<file path="src/gbsw_pkg.sv">
`timescale 1ns / 1ps
`default_nettype none
package gbsw_pkg;

	localparam int OFFSET_WIDTH = 32;
	localparam int RES_W        = 32;
	localparam int SKIP_W       = 10;

	localparam int FIFO_DEPTH = 4;
	localparam int FIFO_AW    = $clog2(FIFO_DEPTH);
	localparam int FIFO_CW    = $clog2(FIFO_DEPTH + 1);

	localparam logic [7:0] TAG_IMAGE   = 8'h2c;
	localparam logic [7:0] TAG_TRAILER = 8'h3b;
	localparam logic [7:0] TAG_EXT     = 8'h21;
	localparam logic [7:0] EXT_APP     = 8'hff;
	localparam logic [7:0] SIG_ALT_9   = 8'h39;
	localparam int         SIG_LEN     = 6;
	localparam int         VER_POS     = 4;
	localparam int         FLAGS_POS   = 10;
	localparam int         HDR_END_POS = 12;
	localparam int         MIN_LAST    = 15;
	localparam int         IMG_DESC_SKIP = 8;

	typedef enum logic [3:0] {
		PH_HEADER,
		PH_GCT,
		PH_TAG,
		PH_IMG_HDR,
		PH_IMG_FLAG,
		PH_LCT,
		PH_CODESIZE,
		PH_IMG_LEN,
		PH_IMG_DATA,
		PH_EXT_SUB,
		PH_EXT_LEN,
		PH_EXT_DATA,
		PH_DEAD
	} phase_t;

	typedef enum logic [1:0] {
		EV_SPAN    = 2'd0,
		EV_INSERT  = 2'd1,
		EV_NOT_GIF = 2'd2,
		EV_DONE    = 2'd3
	} event_kind_t;

	typedef struct packed {
		logic [7:0] byte_value;
		logic       last_byte;
	} in_item_t;

	typedef struct packed {
		event_kind_t      event_kind;
		logic [RES_W-1:0] start_offset;
		logic [RES_W-1:0] end_offset;
		logic             final_result;
	} out_item_t;

	// up to two results from one byte, pushed into the queue together
	typedef struct packed {
		logic [1:0] count;
		out_item_t  r0;
		out_item_t  r1;
	} push_t;

	function automatic logic [7:0] sig_byte(input logic [2:0] idx);
		logic [7:0] v;
		case (idx)
			3'd0: v = 8'h47;
			3'd1: v = 8'h49;
			3'd2: v = 8'h46;
			3'd3: v = 8'h38;
			3'd4: v = 8'h37;
			3'd5: v = 8'h61;
			default: v = 8'h00;
		endcase
		return v;
	endfunction

	// color table size in bytes: 3 * 2^(n+1)
	function automatic logic [SKIP_W-1:0] table_bytes(input logic [7:0] flags);
		logic [SKIP_W-1:0] v;
		v = SKIP_W'(3) << ({1'b0, flags[2:0]} + 4'd1);
		return v;
	endfunction

endpackage
`default_nettype wire

</file>
<file path="src/gbsw_parser.sv">
`timescale 1ns / 1ps
`default_nettype none
module gbsw_parser
	import gbsw_pkg::*;
(
	input  wire logic     clk,
	input  wire logic     arst_n,
	input  wire logic     step,
	input  wire in_item_t item,
	output push_t         push
);

	phase_t                  phase_q, phase_n;
	logic [OFFSET_WIDTH-1:0] pos_q, pos_n;
	logic [SKIP_W-1:0]       skip_q, skip_n;
	logic                    sig_ok_q, sig_ok_n;
	logic [7:0]              subtype_q, subtype_n;
	logic [OFFSET_WIDTH-1:0] span_start_q, span_start_n;
	logic [OFFSET_WIDTH-1:0] insert_q, insert_n;
	logic                    insert_found_q, insert_found_n;

	logic [OFFSET_WIDTH-1:0] pos_inc;
	logic [SKIP_W-1:0]       skip_dec;
	logic [7:0]              b;
	logic                    sig_match;

	always_ff @(posedge clk or negedge arst_n) begin
		if (!arst_n) begin
			phase_q        <= PH_HEADER;
			pos_q          <= '0;
			skip_q         <= '0;
			sig_ok_q       <= 1'b1;
			subtype_q      <= '0;
			span_start_q   <= '0;
			insert_q       <= '0;
			insert_found_q <= 1'b0;
		end else begin
			phase_q        <= phase_n;
			pos_q          <= pos_n;
			skip_q         <= skip_n;
			sig_ok_q       <= sig_ok_n;
			subtype_q      <= subtype_n;
			span_start_q   <= span_start_n;
			insert_q       <= insert_n;
			insert_found_q <= insert_found_n;
		end
	end

	assign b         = item.byte_value;
	assign pos_inc   = (pos_q != '1) ? pos_q + 1'b1 : pos_q;
	assign skip_dec  = (skip_q != '0) ? skip_q - 1'b1 : skip_q;
	assign sig_match = (b == sig_byte(pos_q[2:0])) ||
		(pos_q == OFFSET_WIDTH'(VER_POS) && b == SIG_ALT_9);

	always_comb begin
		phase_n        = phase_q;
		pos_n          = pos_q;
		skip_n         = skip_q;
		sig_ok_n       = sig_ok_q;
		subtype_n      = subtype_q;
		span_start_n   = span_start_q;
		insert_n       = insert_q;
		insert_found_n = insert_found_q;
		push           = '0;

		if (step) begin
			if (phase_q == PH_HEADER) begin
				if (pos_q < OFFSET_WIDTH'(SIG_LEN)) begin
					if (!sig_match) begin
						sig_ok_n = 1'b0;
						phase_n  = PH_DEAD;
					end
				end else if (pos_q == OFFSET_WIDTH'(FLAGS_POS)) begin
					skip_n = b[7] ? table_bytes(b) : '0;
				end else if (pos_q >= OFFSET_WIDTH'(HDR_END_POS)) begin
					phase_n = (skip_q != '0) ? PH_GCT : PH_TAG;
				end
			end else if (!item.last_byte) begin
				unique case (phase_q)
					PH_GCT: begin
						skip_n = skip_dec;
						if (skip_dec == '0) phase_n = PH_TAG;
					end
					PH_TAG: begin
						if (b == TAG_TRAILER || b == TAG_IMAGE) begin
							if (!insert_found_q) begin
								insert_found_n = 1'b1;
								insert_n       = pos_q;
							end
							if (b == TAG_TRAILER) begin
								phase_n = PH_DEAD;
							end else begin
								skip_n  = SKIP_W'(IMG_DESC_SKIP);
								phase_n = PH_IMG_HDR;
							end
						end else if (b == TAG_EXT) begin
							phase_n = PH_EXT_SUB;
						end
					end
					PH_IMG_HDR: begin
						skip_n = skip_dec;
						if (skip_dec == '0) phase_n = PH_IMG_FLAG;
					end
					PH_IMG_FLAG: begin
						if (b[7]) begin
							skip_n  = table_bytes(b);
							phase_n = PH_LCT;
						end else begin
							phase_n = PH_CODESIZE;
						end
					end
					PH_LCT: begin
						skip_n = skip_dec;
						if (skip_dec == '0) phase_n = PH_CODESIZE;
					end
					PH_CODESIZE: phase_n = PH_IMG_LEN;
					PH_IMG_LEN: begin
						if (b == 8'd0) begin
							phase_n = PH_TAG;
						end else begin
							skip_n  = SKIP_W'(b);
							phase_n = PH_IMG_DATA;
						end
					end
					PH_IMG_DATA: begin
						skip_n = skip_dec;
						if (skip_dec == '0) phase_n = PH_IMG_LEN;
					end
					PH_EXT_SUB: begin
						subtype_n    = b;
						span_start_n = pos_inc;
						phase_n      = PH_EXT_LEN;
					end
					PH_EXT_LEN: begin
						if (b == 8'd0) begin
							if (subtype_q == EXT_APP) begin
								push.count           = 2'd1;
								push.r0.event_kind   = EV_SPAN;
								push.r0.start_offset = RES_W'(span_start_q);
								push.r0.end_offset   = RES_W'(pos_inc);
								push.r0.final_result = 1'b1;
							end
							phase_n = PH_TAG;
						end else begin
							skip_n  = SKIP_W'(b);
							phase_n = PH_EXT_DATA;
						end
					end
					PH_EXT_DATA: begin
						skip_n = skip_dec;
						if (skip_dec == '0) phase_n = PH_EXT_LEN;
					end
					default: ;
				endcase
			end

			if (item.last_byte) begin
				// signature check uses the value in effect after this byte
				if (!sig_ok_n || pos_q < OFFSET_WIDTH'(MIN_LAST)) begin
					push.count           = 2'd1;
					push.r0.event_kind   = EV_NOT_GIF;
					push.r0.final_result = 1'b1;
				end else if (insert_found_q) begin
					push.count           = 2'd2;
					push.r0.event_kind   = EV_INSERT;
					push.r0.start_offset = RES_W'(insert_q);
					push.r1.event_kind   = EV_DONE;
					push.r1.final_result = 1'b1;
				end else begin
					push.count           = 2'd1;
					push.r0.event_kind   = EV_DONE;
					push.r0.final_result = 1'b1;
				end
				// back to reset state for the next file
				phase_n        = PH_HEADER;
				pos_n          = '0;
				skip_n         = '0;
				sig_ok_n       = 1'b1;
				subtype_n      = '0;
				span_start_n   = '0;
				insert_n       = '0;
				insert_found_n = 1'b0;
			end else begin
				pos_n = pos_inc;
			end
		end
	end

	a_sig_dead: assert property (@(posedge clk) disable iff (!arst_n)
		!sig_ok_q |-> phase_q == PH_DEAD)
		else $error("signature failure left the dead phase");

	a_insert_order: assert property (@(posedge clk) disable iff (!arst_n)
		insert_found_q |-> insert_q <= pos_q)
		else $error("insert offset ahead of byte position");

	a_last_rewind: assert property (@(posedge clk) disable iff (!arst_n)
		step && item.last_byte |=> pos_q == '0 && phase_q == PH_HEADER)
		else $error("walker did not rewind after last byte");

	a_skip_range: assert property (@(posedge clk) disable iff (!arst_n)
		skip_q <= SKIP_W'(768))
		else $error("skip count out of range");

endmodule
`default_nettype wire

</file>
<file path="src/gbsw_result_fifo.sv">
`timescale 1ns / 1ps
`default_nettype none
module gbsw_result_fifo
	import gbsw_pkg::*;
(
	input  wire logic  clk,
	input  wire logic  arst_n,
	input  wire push_t push,
	output logic       room,
	output logic       valid,
	input  wire logic  stall,
	output out_item_t  item
);

	out_item_t          mem_q [FIFO_DEPTH];
	logic [FIFO_AW-1:0] rd_ptr_q;
	logic [FIFO_AW-1:0] wr_ptr_q;
	logic [FIFO_CW-1:0] count_q;
	logic               pop;
	logic [FIFO_AW-1:0] wr_ptr_1;

	assign valid    = (count_q != '0);
	assign pop      = valid && !stall;
	assign room     = (count_q <= FIFO_CW'(FIFO_DEPTH - 2));
	assign item     = mem_q[rd_ptr_q];
	assign wr_ptr_1 = wr_ptr_q + 1'b1;

	always_ff @(posedge clk) begin
		if (push.count != 2'd0) mem_q[wr_ptr_q] <= push.r0;
		if (push.count == 2'd2) mem_q[wr_ptr_1] <= push.r1;
	end

	always_ff @(posedge clk or negedge arst_n) begin
		if (!arst_n) begin
			rd_ptr_q <= '0;
			wr_ptr_q <= '0;
			count_q  <= '0;
		end else begin
			wr_ptr_q <= wr_ptr_q + FIFO_AW'(push.count);
			if (pop) rd_ptr_q <= rd_ptr_q + 1'b1;
			count_q <= count_q + FIFO_CW'(push.count) - FIFO_CW'(pop);
		end
	end

	a_no_overflow: assert property (@(posedge clk) disable iff (!arst_n)
		push.count != 2'd0 |-> room)
		else $error("result pushed without room");

	a_count_bound: assert property (@(posedge clk) disable iff (!arst_n)
		count_q <= FIFO_CW'(FIFO_DEPTH))
		else $error("result queue count out of range");

	a_ptr_track: assert property (@(posedge clk) disable iff (!arst_n)
		FIFO_AW'(wr_ptr_q - rd_ptr_q) == FIFO_AW'(count_q))
		else $error("queue pointers disagree with count");

endmodule
`default_nettype wire

</file>
<file path="src/gif_block_structure_walker.sv">
// Streaming GIF block walker. Bytes of one file enter on the byte channel, one
// item per cycle, the final byte flagged by last_byte; after it the walker is
// back in its reset state and the next byte starts a new file. Each byte is
// captured in an input register and walked from there once the result queue
// has room, and its results are registered in the queue. Results (application
// extension spans, then insert offset and done, or not-GIF) go through a
// four-entry queue; the byte channel stalls only while fewer than two entries
// are free, which happens when the result side stalls, since only the final
// byte of a file can produce two results. Sustained rate, unstalled: one byte per cycle.
`timescale 1ns / 1ps
`default_nettype none
module gif_block_structure_walker
	import gbsw_pkg::*;
(
	input  wire logic     clk,
	input  wire logic     arst_n,
	input  wire logic     byte_valid,
	output logic          byte_stall,
	input  wire in_item_t byte_item,
	output logic          result_valid,
	input  wire logic     result_stall,
	output out_item_t     result_item
);

	logic     valid_s1;
	in_item_t item_s1;
	logic     room;
	logic     step;
	logic     accept;
	push_t    push;

	assign step       = valid_s1 && room;
	assign byte_stall = valid_s1 && !room;
	assign accept     = byte_valid && !byte_stall;

	always_ff @(posedge clk or negedge arst_n) begin
		if (!arst_n) begin
			valid_s1 <= 1'b0;
		end else if (accept) begin
			valid_s1 <= 1'b1;
		end else if (step) begin
			valid_s1 <= 1'b0;
		end
	end

	always_ff @(posedge clk) begin
		if (accept) item_s1 <= byte_item;
	end

	gbsw_parser u_parser (
		.clk    (clk),
		.arst_n (arst_n),
		.step   (step),
		.item   (item_s1),
		.push   (push)
	);

	gbsw_result_fifo u_fifo (
		.clk    (clk),
		.arst_n (arst_n),
		.push   (push),
		.room   (room),
		.valid  (result_valid),
		.stall  (result_stall),
		.item   (result_item)
	);

	a_hold_s1: assert property (@(posedge clk) disable iff (!arst_n)
		valid_s1 && !room |=> valid_s1)
		else $error("held byte dropped from input register");

	a_push_on_step: assert property (@(posedge clk) disable iff (!arst_n)
		push.count != 2'd0 |-> step)
		else $error("result produced without a byte step");

	a_last_results: assert property (@(posedge clk) disable iff (!arst_n)
		step && item_s1.last_byte |-> push.count != 2'd0)
		else $error("final byte produced no result");

endmodule
`default_nettype wire

</file>
<file path="config.mk">
export PLATFORM = sky130hd
export DESIGN_NAME = gif_block_structure_walker
export DESIGN_NICKNAME = d
export VERILOG_FILES = /design/src/gbsw_pkg.sv /design/src/gbsw_parser.sv /design/src/gbsw_result_fifo.sv /design/src/gif_block_structure_walker.sv
export SDC_FILE = /design/constraint.sdc
export NUM_CORES = 1
export LEC_CHECK = 0
export BUFFER_PORTS_ARGS = -buffer_cell sky130_fd_sc_hd__buf_2
export CORE_ASPECT_RATIO = 0.6
export CORE_MARGIN = 1.5
export CORE_UTILIZATION = 30
export CTS_CLUSTER_DIAMETER = 60
export CTS_CLUSTER_SIZE = 8
export DETAILED_ROUTE_END_ITERATION = 8
export PLACE_DENSITY_LB_ADDON = 0.2
export REMOVE_ABC_BUFFERS = 1
export SLEW_MARGIN = 20
export SYNTH_ARGS = -nofsm -noshare
export SYNTH_HDL_FRONTEND = slang
export SYNTH_SLANG_ARGS = --single-unit
</file>
<file path="constraint.sdc">
create_clock -name clk -period 7.8 [get_ports clk]
set_input_delay 0.78 -clock clk [delete_from_list [all_inputs] [get_ports clk]]
set_output_delay 0.78 -clock clk [all_outputs]
set_load 0.03 [all_outputs]
</file>
# --- Word level (Yosys, flattened, before mapping) ---
# Memory sizes are Yosys's and may differ from the RTL's.
# Index checks and enable logic that the tools add are counted.
op_classes:
  addsub: 8
  n_lt_le_gt_ge: 4
  n_eq_ne: 43
  n_shift: 1
  mux: 79
  n_reduce_logical: 32
op_table:
  columns: ["cell", "n"]
  rows:
  - ["2-to-1 mux 32 bit", 12]
  - ["2-to-1 mux 69 bit", 4]
  - ["2-to-1 mux 10 bit", 10]
  - ["2-to-1 mux 4 bit", 18]
  - ["2-to-1 mux 71 bit", 1]
  - ["2-to-1 mux 68 bit", 1]
  - ["one-hot mux 4 bit (11 select lines)", 1]
  - ["one-hot mux 7 bit (6 select lines)", 1]
  - ["one-hot mux 10 bit (4 select lines)", 1]
  - ["2-to-1 mux 36 bit", 1]
  - ["adder 32 x 1 -> 32 bit, second input constant", 1]
  - ["equality test 32 x 3 -> 1 bit, second input constant", 1]
  - ["equality test 32 x 4 -> 1 bit, second input constant", 1]
  - ["equality test 8 x 6 -> 1 bit, second input constant", 4]
  - ["greater-or-equal comparator 32 x 4 -> 1 bit, second input constant", 1]
  - ["< comparator 32 x 3 -> 1 bit, second input constant", 1]
  - ["< comparator 32 x 4 -> 1 bit, second input constant", 1]
  - ["!= test 32 bit, second input constant", 1]
  - ["2-to-1 mux 8 bit", 3]
  - ["!= test 4 x 2 -> 1 bit, second input constant", 6]
  - ["2-to-1 mux 1 bit", 21]
  - ["equality test 4 x 3 -> 1 bit, second input constant", 4]
  - ["equality test 4 bit, second input constant", 4]
  - ["nonzero test 13 bit", 1]
  - ["other kinds (41)", 67]
totals:
  ff_bits: 137
  ram_bits: 268
  out_inout_bits: 69
  wordCells: 182
  n_memories: 1
memory_table:
  columns: ["memory", "words", "width", "read_ports", "rd_clocked_by_memory_dff", "wr", "line_no", "text"]
  rows:
  - ["u_fifo.mem_q", 4, 67, 1, 0, 2, "gbsw_result_fifo.sv:15", "out_item_t mem_q [FIFO_DEPTH];"]

# --- Depth between registers and ports, before layout ---
# Gate-level depths: netlist of the first run.
logic_depth:
  depth_word: 16
  depth_mapped: 15
  depth_no_buf: 15

# --- Modules after synthesis ---
# A second synthesis of the first run with hierarchy kept.
hier_totals:
  hier_cells: 1627
  hier_area_um2: 21748.4
modules_own_cells:
  columns: ["mod", "n_inst", "cells_each", "area_per_inst_um2", "seq_area_each_um2"]
  rows:
  - ["gbsw_result_fifo", 1, 691, 13580.5, 8222.9]
  - ["gbsw_parser", 1, 921, 7833.8, 3004.1]
  - ["gif_block_structure_walker", 1, 15, 334.1, 295.3]

# --- Least setup slack after synthesis of the first run ---
# OpenSTA, ideal clock, no wires.
synth_timing:
  path_type: "reg2reg"
  start: "register item_s1[2] (netlist name)"
  end: "register u_fifo.count_q[2]"
  setup_ns: 0.123
  arrival_time_ns: 2.882
  required_ns: 7.677
  setup_slack_ns: 4.796
  stages_incl_launch_ff: 16
  period_less_slack_ns: 3.004
  cell_sequence: "edfxtp_1 > inv_1 > ha_1 > nor4b_2 > nand2_1 > o31ai_4 > nand2_1 > nor2_1 > inv_2 > ha_1 > inv_1 > ha_1 > inv_1 > fa_1 > xor2_1 > xnor2_1"
synth_via:
  elab_chain_cells: 14
synth_lines:
  columns: ["element", "line_no", "text"]
  rows:
  - ["start, declared", "gif_block_structure_walker.sv:26", "in_item_t item_s1;"]
  - ["start signal, assigned", "gif_block_structure_walker.sv:47", "if (accept) item_s1 <= byte_item;"]
  - ["equality test 8 x 6 -> 1 bit", "gbsw_parser.sv:53", "(pos_q == OFFSET_WIDTH'(VER_POS) && b == SIG_ALT_9);"]
  - ["logical AND 1 bit", "gbsw_parser.sv:53", null]
  - ["logical OR 1 bit", "gbsw_parser.sv:52", "assign sig_match = (b == sig_byte(pos_q[2:0])) ||"]
  - ["2-to-1 mux 1 bit", "gbsw_parser.sv:69", "if (!sig_match) begin"]
  - ["2-to-1 mux 1 bit", "gbsw_parser.sv:68", "if (pos_q < OFFSET_WIDTH'(SIG_LEN)) begin"]
  - ["2-to-1 mux 1 bit", "gbsw_parser.sv:67", "if (phase_q == PH_HEADER) begin"]
  - ["2-to-1 mux 1 bit", "gbsw_parser.sv:66", "if (step) begin"]
  - ["zero test 1 bit", "gbsw_parser.sv:159", "if (!sig_ok_n || pos_q < OFFSET_WIDTH'(MIN_LAST)) begin"]
  - ["logical OR 1 bit", "gbsw_parser.sv:159", null]
  - ["2-to-1 mux 4 bit", "gbsw_parser.sv:159", null]
  - ["2-to-1 mux 36 bit *", "gbsw_parser.sv:157", "if (item.last_byte) begin"]
  - ["2-to-1 mux 71 bit *", "gbsw_parser.sv:66", null]
  - ["adder 3 x 2 -> 3 bit *", "gbsw_result_fifo.sv:41", "count_q <= count_q + FIFO_CW'(push.count) - FIFO_CW'(pop);"]
  - ["subtractor 3 x 1 -> 3 bit *", "gbsw_result_fifo.sv:41", null]
  - ["end signal, assigned", "gbsw_result_fifo.sv:41", null]
  - ["end, declared", "gbsw_result_fifo.sv:18", "logic [FIFO_CW-1:0] count_q;"]
# Every way passes the cells marked *; elsewhere a longest branch is shown, timed or not. The select of a mux whose other input is x is not followed.
# A chain may end at the register's enable or synchronous reset.

==> impl_metrics.yaml, run 1 <==
clock_network:
  post_cts.repair.setup_buffers: 0
  cts_hold_repair.buffers: 0
  cts_clk_pin_slew_worst_paths_ns: 0.06
  cts-resized-gates: 0
  clock_latency_ns: 0.60
  cts.sink_count: 405
  tritoncts: "done"
  clk_path_buf_depth: 3
  htree_levels: 2
  numCtsBuffers: 57
  clockRootBuffer: "sky130_fd_sc_hd__clkbuf_16"
sta:
  fmax_mhz: 254
  finalClockSkew_ns: 0.0197
  headroom_to_the_max_slew_limit: 0.261
  min_period_ns: 3.93
  timing.final.crit_share: 0.504
  unrepaired_setup_endpoints_after_global_routing: "no"
  report.final.slew_viol_count: 0
  max_slew.worst_pin.slew_ns: 1.09
  setup_viol: 0
  postLayoutSetupSlackWorst_ns: 3.87
  report.final.hold_viol_count: 0
  timing.setup.tns_ns: 0
power_and_ir_drop:
  power_density_nw_per_um2: 312
  irDropWorstVdd_uv: 161
  p_leak_nw: 7.88
floorplan:
  dieArea_um2: 60900
  design.portCount: 82
  start_util: 0.307
  core_region_area_um2: 58100
  chipWidth_um: 318
  dieHeight_um: 192
  placementRows: 68
placed_design:
  dp.final_hpwl_um: 34500
  dp_cells: 2392
  place.gp.congestion: 0.845
  place_ws_ns: 4.15
  place.port_buffers: 81
worst_setup_path:
  cp.arrival_ns: 3.15
  r2r_start: "item_s1[1]"
  worst_r2r_endpoint: "u_fifo.count_q[2]"
  setup.worst_path.end_class: "primary output"
  crit_required_ns: 7.02
  critical_path_peak_fanout: 43
  crit_chain: "buf_4, mux4_2, buf_2"
  critical-path-max-stage-delay_ns: 1.04
  worstPathBufferInverterCount: 2
  worstSetupPathType: "reg -> out"
  timing.critical_path.from_type: "flip-flop"
  slowest_cp_cell: "sky130_fd_sc_hd__dfrtp_4"
  critical_path_s_top_delay_family: "flip-flops"
  timing.reg2reg.worst_path_depth: 15
  regToRegSetupSlack_ns: 4.11
synthesis:
  yosysSeqAreaShare: 0.503
  ys_async_sr_fraction: 0.316
  synthDistinctLibCells: 77
  synth_edf_count: 21
  syn_area_um2: 17800
  postSynth.topFlopCell: "sky130_fd_sc_hd__dfxtp_1"
  synth_warnings: 0
  synthesis.area_per_instance_um2: 10.7
  number_of_synthesized_register_bits: 405
  post_synth_inst_count: 1663
routing:
  via_per_inst: 5.59
  drtIter0Drc: 1230
  finalWirelength_um: 56100
  route.antenna.remaining_nets: 0
  post_drt_wl_per_cell_um: 22.6
  remaining_design_rule_violation_count: 0
  num_vias: 13900
  detail_route.first_pass.iterations: 5
cells_and_area:
  antenna_cells: 0
  most-common-layout-cells: "256 x sky130_fd_sc_hd__dfxtp_1, 202 x sky130_fd_sc_hd__a22o_1, 183 x sky130_fd_sc_hd__nand2_1, 128 x sky130_fd_sc_hd__o21ai_0, 125 x sky130_fd_sc_hd__dfrtp_1"
  layoutNonFillerInstCount: 2483
  most_frequent_standard_cell_in_the_layout_excluding_fill_and_tap_cells: "sky130_fd_sc_hd__dfxtp_1"
  post_route_cells_drive_above_1_share: 0.167
  area_growth_syn_to_layout_pct: 15.1
  design.final.nets: 1710
global_route:
  gr-usage-all-layers: 0.184
  number_of_global_route_vias_before_repair: 13600
  grt_overflow_total: 0
  grt_start_max_net_pins: 70
  wire_length_of_the_first_global_routing_pass_um: 86600
  grt_antenna_before_repair: 2
flow_run:
  timing.max_cap.violations: 0
run_status:
  status: "complete, no violations"
min_path:
  hold_path_class: "in -> async"
metal layers:
layer  wire, um  GRT usage  part of all wire  up-vias
li1           -          -                 -     6280
met1      29000      0.287              0.52     7060
met2      22200      0.252              0.40      457
met3       4030     0.0411             0.072       79
met4        825     0.0375             0.015        2
met5         20          0           0.00036        -
cell usage after synthesis (3+ instances only):
| library cell | number | area, um^2 |
|---|---|---|
| sky130_fd_sc_hd__o31ai_1 | 17 | 128 |
| sky130_fd_sc_hd__buf_1 | 8 | 30.0 |
| sky130_fd_sc_hd__a221oi_1 | 3 | 26.3 |
| sky130_fd_sc_hd__nor4_1 | 16 | 100 |
| sky130_fd_sc_hd__edfxtp_1 | 21 | 631 |
| sky130_fd_sc_hd__inv_2 | 3 | 11.3 |
| sky130_fd_sc_hd__o21ai_1 | 44 | 220 |
| sky130_fd_sc_hd__and4_1 | 13 | 114 |
| sky130_fd_sc_hd__dfxtp_1 | 256 | 5120 |
| sky130_fd_sc_hd__or3_1 | 7 | 43.8 |
| sky130_fd_sc_hd__o211ai_1 | 8 | 60.1 |
| sky130_fd_sc_hd__nand4_1 | 20 | 125 |
| sky130_fd_sc_hd__a21oi_1 | 34 | 170 |
| sky130_fd_sc_hd__o21ai_0 | 128 | 641 |
| sky130_fd_sc_hd__a221o_1 | 4 | 40.0 |
| sky130_fd_sc_hd__nand3b_1 | 3 | 22.5 |
| sky130_fd_sc_hd__and3_1 | 16 | 100 |
| sky130_fd_sc_hd__mux2i_1 | 9 | 90.1 |
| sky130_fd_sc_hd__and2_1 | 10 | 62.6 |
| sky130_fd_sc_hd__clkbuf_1 | 89 | 334 |
| sky130_fd_sc_hd__xnor2_1 | 24 | 210 |
| sky130_fd_sc_hd__nand2_1 | 188 | 706 |
| sky130_fd_sc_hd__nor3b_1 | 3 | 22.5 |
| sky130_fd_sc_hd__a21o_1 | 8 | 60.1 |
| sky130_fd_sc_hd__nor4_2 | 3 | 37.5 |
| sky130_fd_sc_hd__ha_1 | 15 | 188 |
| sky130_fd_sc_hd__o2bb2ai_1 | 35 | 307 |
| sky130_fd_sc_hd__nand3_1 | 20 | 100 |
| sky130_fd_sc_hd__o22ai_1 | 5 | 31.3 |
| sky130_fd_sc_hd__buf_2 | 48 | 240 |
| sky130_fd_sc_hd__mux4_2 | 67 | 1510 |
| sky130_fd_sc_hd__nor3_1 | 17 | 85.1 |
| sky130_fd_sc_hd__inv_1 | 30 | 113 |
| sky130_fd_sc_hd__nor3_2 | 4 | 40.0 |
| sky130_fd_sc_hd__nor2_1 | 44 | 165 |
| sky130_fd_sc_hd__or2_2 | 4 | 25.0 |
| sky130_fd_sc_hd__a31oi_1 | 15 | 93.8 |
| sky130_fd_sc_hd__nand2b_1 | 11 | 68.8 |
| sky130_fd_sc_hd__a32oi_1 | 7 | 61.3 |
| sky130_fd_sc_hd__nor2b_1 | 15 | 93.8 |
| sky130_fd_sc_hd__xor2_1 | 15 | 131 |
| sky130_fd_sc_hd__dfrtp_1 | 127 | 3180 |
| sky130_fd_sc_hd__o21bai_1 | 4 | 30.0 |
| sky130_fd_sc_hd__a22o_1 | 202 | 1770 |
flip-flops by register name (all words and copies together) (netlist names):
register / flops
u_fifo.mem_q: 268
u_parser.insert_q: 32
u_parser.pos_q: 32
u_parser.span_start_q: 32
u_parser.skip_q: 10
item_s1: 9
u_parser.subtype_q: 8
u_parser.phase_q: 4
u_fifo.count_q: 3
u_fifo.rd_ptr_q: 2
u_fifo.wr_ptr_q: 2
u_parser.insert_found_q: 1
u_parser.sig_ok_q: 1
valid_s1: 1
area by class of cell:
class,count,area (um^2)
timing repair buffer,105,592
inverter,33,124
clock buffer,86,1560
fill,5772,37600
tap,770,963
sequential,405,8970
multi-input combinational,1079,8260
clock inverter,5,47.5
where the power goes:
group / internal (mW) / total [mW] / switching [mW]
Clock: 1.36 / 2.30 / 0.941
Combinational: 0.572 / 1.65 / 1.08
Sequential: 2.19 / 2.45 / 0.261
kinds of logic (layout without fill, tap and decap cells):
group                    count (synthesis)  in the layout  share of synthesized area
XOR/XNOR                                39             39                     0.0192
AND/OR/NAND/NOR                        403            403                      0.112
adder cells (fa/ha/maj)                 16             16                     0.0117
buffers and inverters                  179            229                     0.0415
AO/OA/AOI/OAI                          540            540                      0.220
multiplexers                            81             81                     0.0933
flip-flops                             405            405                      0.503
per-stage QoR:
stage / total power, mW / utilization / cell area, um^2 / hold WS [ns]
2_1_floorplan: 3.49 / - / 17200 / 0.420
3_3_place_gp: 4.12 / 0.325 / 18900 / 0.428
3_5_place_dp: 4.12 / 0.325 / 18900 / 0.441
4_1_cts: 6.43 / 0.353 / 20500 / 0.176
5_1_grt: 6.70 / 0.353 / 20500 / 0.203
6_report: 6.40 / 0.353 / 20500 / 0.167
worst max-delay path by stage:
stage	start	to	slack, ns	depth (start not counted)
final	u_fifo.rd_ptr_q[1]	result_item[13]	3.87	3
after global routing	u_fifo.rd_ptr_q[1]	result_item[13]	3.68	3
after CTS	u_fifo.rd_ptr_q[1]	result_item[13]	3.80	3
after detailed placement	item_s1[2]	u_fifo.count_q[2]	4.15	15
after global placement	item_s1[2]	u_fifo.count_q[2]	4.22	15
after floorplan	item_s1[0]	u_fifo.mem_q[0][0]	2.92	5
Power figures use the tool's default switching activity.
==> run 2, diff against run 1 <==
--- a/config.mk
+++ b/config.mk
@@ -5,6 +5,7 @@
 export SDC_FILE = /design/constraint.sdc
 export NUM_CORES = 1
 export LEC_CHECK = 0
+export ABC_AREA = 1
 export BUFFER_PORTS_ARGS = -buffer_cell sky130_fd_sc_hd__buf_2
 export CORE_ASPECT_RATIO = 0.6
 export CORE_MARGIN = 1.5
==> constraint.sdc (replaced) <==
create_clock -name clk -period 3.7 [get_ports clk]
set_input_delay 0.37 -clock clk [delete_from_list [all_inputs] [get_ports clk]]
set_output_delay 0.37 -clock clk [all_outputs]
set_load 0.03 [all_outputs]
==> impl_metrics.yaml, run 2 <==
clock_network:
  post_cts.repair.setup_buffers: 0
  htree_levels: 2
  clock_latency_ns: 0.61
  cts.sink_count: 405
  clockRootBuffer: "sky130_fd_sc_hd__clkbuf_16"
  clk_path_buf_depth: 3
  numCtsBuffers: 56
  cts_clk_pin_slew_worst_paths_ns: 0.06
  tritoncts: "done"
  cts-resized-gates: 0
worst_setup_path:
  critical_path_peak_fanout: 7
  timing.critical_path.from_type: "flip-flop"
  critical_path_depth: 17
  critical-path-max-stage-delay_ns: 0.47
  cp_common_cell: "sky130_fd_sc_hd__ha_1"
  launch_point_of_the_critical_path: "u_parser.pos_q[1]"
  crit_required_ns: 4.22
  timing.reg2reg.worst_path_depth: 17
  r2r_start: "u_parser.pos_q[1]"
  slowest_cp_cell: "sky130_fd_sc_hd__dfrtp_1"
  cp.arrival_ns: 3.94
  regToRegSetupSlack_ns: 0.28
  worstSetupPathType: "reg -> reg"
  worstPathBufferInverterCount: 1
  crit_chain: "ha_1, ha_1, o21ai_0, nand2_1, nand3_1, nor2_1, nand3_1, nand3_2, nand3_2, nor2_4, nand2_1, nor2_1, inv_1, ha_1, fa_1, xnor2_1, xor2_1"
  critical_path_s_top_delay_family: "adder cells"
  worst_r2r_endpoint: "u_fifo.count_q[2]"
  setup.worst_path.end_class: "flip-flop"
  crit_path_end: "u_fifo.count_q[2]"
synthesis:
  yosysSeqAreaShare: 0.413
  synthesis.area_per_instance_um2: 6.90
  post_synth_inst_count: 3143
  synth.area.top_cells: "sky130_fd_sc_hd__dfxtp_1 24%, sky130_fd_sc_hd__nand2_1 15%, sky130_fd_sc_hd__dfrtp_1 15%"
  synth.largest_area_cell: "sky130_fd_sc_hd__dfxtp_1"
  number_of_synthesized_register_bits: 405
  synth_edf_count: 21
  yosys-top-cells-count: "879 x sky130_fd_sc_hd__nand2_1, 303 x sky130_fd_sc_hd__nand3_1, 297 x sky130_fd_sc_hd__nor2_1, 260 x sky130_fd_sc_hd__inv_1, 256 x sky130_fd_sc_hd__dfxtp_1"
  post-synth-top-count-cell: "sky130_fd_sc_hd__nand2_1"
  synthDistinctLibCells: 49
  synth_warnings: 0
  postSynth.topFlopCell: "sky130_fd_sc_hd__dfxtp_1"
  synth_top_cell_area_share: 0.236
  syn_area_um2: 21700
  ys_async_sr_fraction: 0.316
global_route:
  gr-usage-all-layers: 0.217
  grt_antenna_before_repair: 2
  number_of_global_route_vias_before_repair: 20200
  wire_length_of_the_first_global_routing_pass_um: 125000
  grt_start_max_net_pins: 134
  grt_overflow_total: 0
floorplan:
  dieArea_um2: 73900
  dieHeight_um: 211
  start_util: 0.303
  core_region_area_um2: 71600
  chipWidth_um: 350
  design.portCount: 82
  placementRows: 76
sta:
  report.final.slew_viol_count: 0
  hold_slack_ns: 0.107
  min_period_ns: 3.42
  unrepaired_setup_endpoints_after_global_routing: "no"
  setup_viol: 0
  finalClockSkew_ns: 0.0247
  max_slew.worst_pin.slew_ns: 0.969
  fmax_mhz: 293
  headroom_to_the_max_slew_limit: 0.354
  timing.final.crit_share: 0.923
  report.final.hold_viol_count: 0
cells_and_area:
  largest_register_ff_count: 268
  most-common-layout-cells: "879 x sky130_fd_sc_hd__nand2_1, 303 x sky130_fd_sc_hd__nand3_1, 297 x sky130_fd_sc_hd__nor2_1, 258 x sky130_fd_sc_hd__inv_1, 256 x sky130_fd_sc_hd__dfxtp_1"
  finalInstanceArea_um2: 24700
  post_route_cells_drive_above_1_share: 0.0854
  area_growth_syn_to_layout_pct: 13.8
  most_frequent_standard_cell_in_the_layout_excluding_fill_and_tap_cells: "sky130_fd_sc_hd__nand2_1"
  design.final.nets: 3172
  register_with_the_most_flip_flops: "u_fifo.mem_q"
  fill_cells: 7767
routing:
  via_per_inst: 5.20
  remaining_design_rule_violation_count: 0
  post_drt_wl_per_cell_um: 19.5
  drtIter0Drc: 2297
  route.antenna.remaining_nets: 0
  detail_route.first_pass.iterations: 6
  finalWirelength_um: 80900
  num_vias: 21600
placed_design:
  place.port_buffers: 81
  place.gp.congestion: 0.959
  cell_area_reported_after_detailed_placement_um2: 23000
  dp.final_hpwl_um: 52400
flow_run:
  timing.max_cap.violations: 0
power_and_ir_drop:
  irDropWorstVdd_uv: 476
  power_density_nw_per_um2: 787
  p_leak_nw: 11.6
run_status:
  status: "complete, no violations"
min_path:
  hold_path_class: "in -> reg"
[run 2: cells by family after synthesis]
family | after synthesis | synth area share
fa+ha+maj | 16 | 0.00958
simple gates | 1751 | 0.357
flops | 405 | 0.413
xor+xnor | 29 | 0.0117
buf+inv | 505 | 0.0955
compound gates | 437 | 0.112
[run 2: repair_timing]
| action | in CTS | in global routing |
|---|---|---|
| hold buffers | 11 | 0 |
| hold endpoints to repair | 90 | 0 |
| setup endpoints to repair | 0 | 0 |
[run 2: where the power goes]
part	switching, mW	internal [mW]
clock network	2.02	2.81
registers	0.515	5.28
logic	6.50	2.27
[run 2: through the flow]
step / setup WS, ns / util / total power, mW / std cells / TNS, ns
finish: 0.285 / 0.344 / 19.4 / 4148 / 0
global placement: 0.384 / 0.321 / 14.5 / 4049 / 0
global route: 0.0203 / 0.344 / 20.6 / 4147 / 0
CTS: 0.301 / 0.344 / 19.4 / 4147 / 0
floorplan: -2.15 / - / 11.4 / 2921 / -716.92
detailed placement: 0.361 / 0.321 / 14.5 / 4049 / 0
[run 2: layout make-up]
class | instances | area [um^2] | area share
inverter | 283 | 1070 | 0.0432
tap | 975 | 1220 | 0.0495
sequential | 405 | 8960 | 0.363
timing repair buffer | 164 | 1190 | 0.0481
clock buffer | 85 | 1540 | 0.0625
antenna | 1 | 2.50 | 0.000101
multi-input combinational | 2233 | 10700 | 0.432
clock inverter | 2 | 17.5 | 0.000710
[run 2: worst min path at each step]
stage          slack (ns)                  end  cells past startpoint                start
6_report             0.11   u_fifo.rd_ptr_q[1]                      4         result_stall
5_1_grt              0.13   u_fifo.rd_ptr_q[0]                      3         result_stall
4_1_cts              0.10   u_fifo.rd_ptr_q[1]                      4         result_stall
3_5_place_dp         0.46   u_fifo.mem_q[0][5]                      2   u_fifo.mem_q[0][5]
3_3_place_gp         0.46  u_fifo.mem_q[2][55]                      2  u_fifo.mem_q[2][55]
2_1_floorplan        0.07    u_fifo.count_q[0]                      0               arst_n
[run 2: layer usage]
metal,up-vias,global-route usage,routed length [um]
met5,-,0,0
met4,0,0.0360,1080
met3,92,0.0498,7720
met2,868,0.296,31100
met1,10100,0.344,40900
li1,10500,-,-
[run 2: worst min-delay path: cells and delay by family]
kind	cells	cell delay [ns]
compound gates	1	0.07
simple gates	1	0.08
xor+xnor	1	0.05
buf+inv	1	0.09
==> run 3, diff against run 2 <==
--- a/config.mk
+++ b/config.mk
@@ -7,7 +7,7 @@
 export LEC_CHECK = 0
 export ABC_AREA = 1
 export BUFFER_PORTS_ARGS = -buffer_cell sky130_fd_sc_hd__buf_2
-export CORE_ASPECT_RATIO = 0.6
+export CORE_ASPECT_RATIO = 1.25
 export CORE_MARGIN = 1.5
 export CORE_UTILIZATION = 30
 export CTS_CLUSTER_DIAMETER = 60
==> impl_metrics.yaml, run 3 (synthesis gave the netlist of run 2 again) <==
run_status:
  status: "complete, no violations"
global_route:
  busiest_layer: "met2"
  met3_global_route_usage: 0.0269
  wire_length_of_the_first_global_routing_pass_um: 127000
  number_of_global_route_vias_before_repair: 21200
  grt_overflow_total: 0
  grt_start_max_net_pins: 125
  met2_usage: 0.386
  grtUsageMet1: 0.276
  gr-usage-all-layers: 0.219
  grt_antenna_before_repair: 0
routing:
  via_per_inst: 5.18
  post_drt_wl_per_cell_um: 19.7
  num_vias: 21400
  finalWirelength_um: 81500
  remaining_design_rule_violation_count: 0
  drtIter0Drc: 1542
  detail_route.first_pass.iterations: 5
  route.antenna.remaining_nets: 0
cells_and_area:
  post_route_cells_drive_above_1_share: 0.0890
  most-common-layout-cells: "879 x sky130_fd_sc_hd__nand2_1, 303 x sky130_fd_sc_hd__nand3_1, 297 x sky130_fd_sc_hd__nor2_1, 258 x sky130_fd_sc_hd__inv_1, 256 x sky130_fd_sc_hd__dfxtp_1"
  layoutNonFillerInstCount: 4133
  finish.utilization: 0.344
  most_frequent_standard_cell_in_the_layout_excluding_fill_and_tap_cells: "sky130_fd_sc_hd__nand2_1"
  area_growth_syn_to_layout_pct: 13.9
  register_with_the_most_flip_flops: "u_fifo.mem_q"
  fill_cells: 7755
  largest_register_ff_count: 268
  antenna_cells: 0
  design.final.nets: 3182
sta:
  min_period_ns: 3.36
  postLayoutSetupSlackWorst_ns: 0.340
  max_slew.worst_pin.slew_ns: 1.10
  hold_slack_ns: 0.127
  fmax_mhz: 298
  report.final.slew_viol_count: 0
  report.final.hold_viol_count: 0
  unrepaired_setup_endpoints_after_global_routing: "no"
  timing.final.crit_share: 0.908
  headroom_to_the_max_slew_limit: 0.265
  finalClockSkew_ns: 0.0180
  setup_viol: 0
power_and_ir_drop:
  p_leak_nw: 11.6
  power_density_nw_per_um2: 789
  irDropWorstVdd_uv: 460
placed_design:
  dp_cells: 4034
  place.gp.congestion: 0.930
  dp.final_hpwl_um: 52900
  place_ws_ns: 0.297
  place.port_buffers: 81
floorplan:
  dieArea_um2: 73900
  placementRows: 110
  start_util: 0.302
  dieHeight_um: 304
  chipWidth_um: 243
  design.portCount: 82
  core_region_area_um2: 71700
clock_network:
  clk_path_buf_depth: 3
  tritoncts: "done"
  clockRootBuffer: "sky130_fd_sc_hd__clkbuf_16"
  cts.sink_count: 405
  numCtsBuffers: 58
  htree_levels: 2
  post_cts.repair.setup_buffers: 0
  cts_clk_pin_slew_worst_paths_ns: 0.06
  clock_latency_ns: 0.62
worst_setup_path:
  timing.critical_path.from_type: "flip-flop"
  slowest_cp_cell: "sky130_fd_sc_hd__dfrtp_1"
  crit_chain: "inv_1, ha_1, nand3_1, nand3_1, nand2_1, nor2_1, nand3_1, nand3_2, nand3_2, nor2_4, nand2_1, nand2_1, ha_1, inv_1, ha_1, inv_1, fa_1, xnor2_1, xor2_1"
  worstSetupPathType: "reg -> reg"
  cp.arrival_ns: 3.89
  critical-path-max-stage-delay_ns: 0.44
  critical_path_peak_fanout: 8
  regToRegSetupSlack_ns: 0.34
  setup.worst_path.end_class: "flip-flop"
  crit_required_ns: 4.23
min_path:
  hold_path_class: "in -> reg"
flow_run:
  timing.max_cap.violations: 0
-- run 3: changes by cell type in the layout (fill, tap and decap cells not counted) --
cell / change
sky130_fd_sc_hd__buf_4: +13
sky130_fd_sc_hd__buf_12: -5
sky130_fd_sc_hd__clkbuf_16: +3
sky130_fd_sc_hd__clkbuf_1: -2
sky130_fd_sc_hd__clkinvlp_4: +2
sky130_fd_sc_hd__clkbuf_8: -1
sky130_fd_sc_hd__diode_2: -1
sky130_fd_sc_hd__ha_1: -1
sky130_fd_sc_hd__ha_2: +1
sky130_fd_sc_hd__inv_6: -1
sky130_fd_sc_hd__nand3_2: +1
sky130_fd_sc_hd__nand3_4: -1
-- run 3: timing repair --
item,in CTS,in global routing
hold buffers,11,0
endpoints found under the setup margin,0,1
hold endpoints to repair,88,0
gates resized for setup,0,1
-- run 3: area by class of cell --
class | instances | area [um^2] | share of cell area
Multi-Input combinational cell | 2233 | 10700 | 0.432
Sequential cell | 405 | 8960 | 0.363
Clock buffer | 85 | 1600 | 0.0646
Tap cell | 952 | 1190 | 0.0483
Timing Repair Buffer | 172 | 1180 | 0.0480
Inverter | 283 | 1070 | 0.0432
Clock inverter | 3 | 23.8 | 0.000963
-- run 3: metal layers --
layer	share of wire	vias to the layer above	wire, um
met5	0	-	0
met3	0.042	146	3410
met1	0.44	10200	35600
met4	0.030	0	2480
met2	0.49	552	40000
li1	-	10500	-
-- run 3: worst max-delay path: cells and delay by family, from the launching register on --
kind	cells	cell delay, ns
xor gates and xnor gates	2	0.33
adders and majority gates	4	1.00
buffers and inverters	3	0.38
DFF	1	0.44
and+or+nand+nor	10	1.10
-- run 3: power by group --
group	internal [mW]	switching, mW	leakage, nW
clock	2.92	2.02	0.774
sequential	5.28	0.493	4.01
combinational	2.30	6.45	6.81
total	10.5	8.97	11.6
-- run 3: per-stage QoR --
stage               setup TNS, ns  power [mW]  instance area [um^2]
floorplan                 -716.92        11.4                 20700
CTS                             0        19.6                 24700
detailed placement              0        14.6                 23000
global placement                0        14.6                 23000
finish                          0        19.5                 24700
global route                    0        20.7                 24700
-- run 3: path summary, 6_finish.rpt --
kind                                startpoint  cells after the start                         to
hold / removal                    result_stall                      3         u_fifo.rd_ptr_q[0]
hold reg to reg            u_fifo.mem_q[1][11]                      2        u_fifo.mem_q[1][11]
max in group asynchronous               arst_n                      3  u_parser.span_start_q[20]
setup / recovery             u_parser.pos_q[0]                     19          u_fifo.count_q[2]
min in group asynchronous               arst_n                      2        u_parser.phase_q[0]
setup reg to reg             u_parser.pos_q[0]                     19          u_fifo.count_q[2]
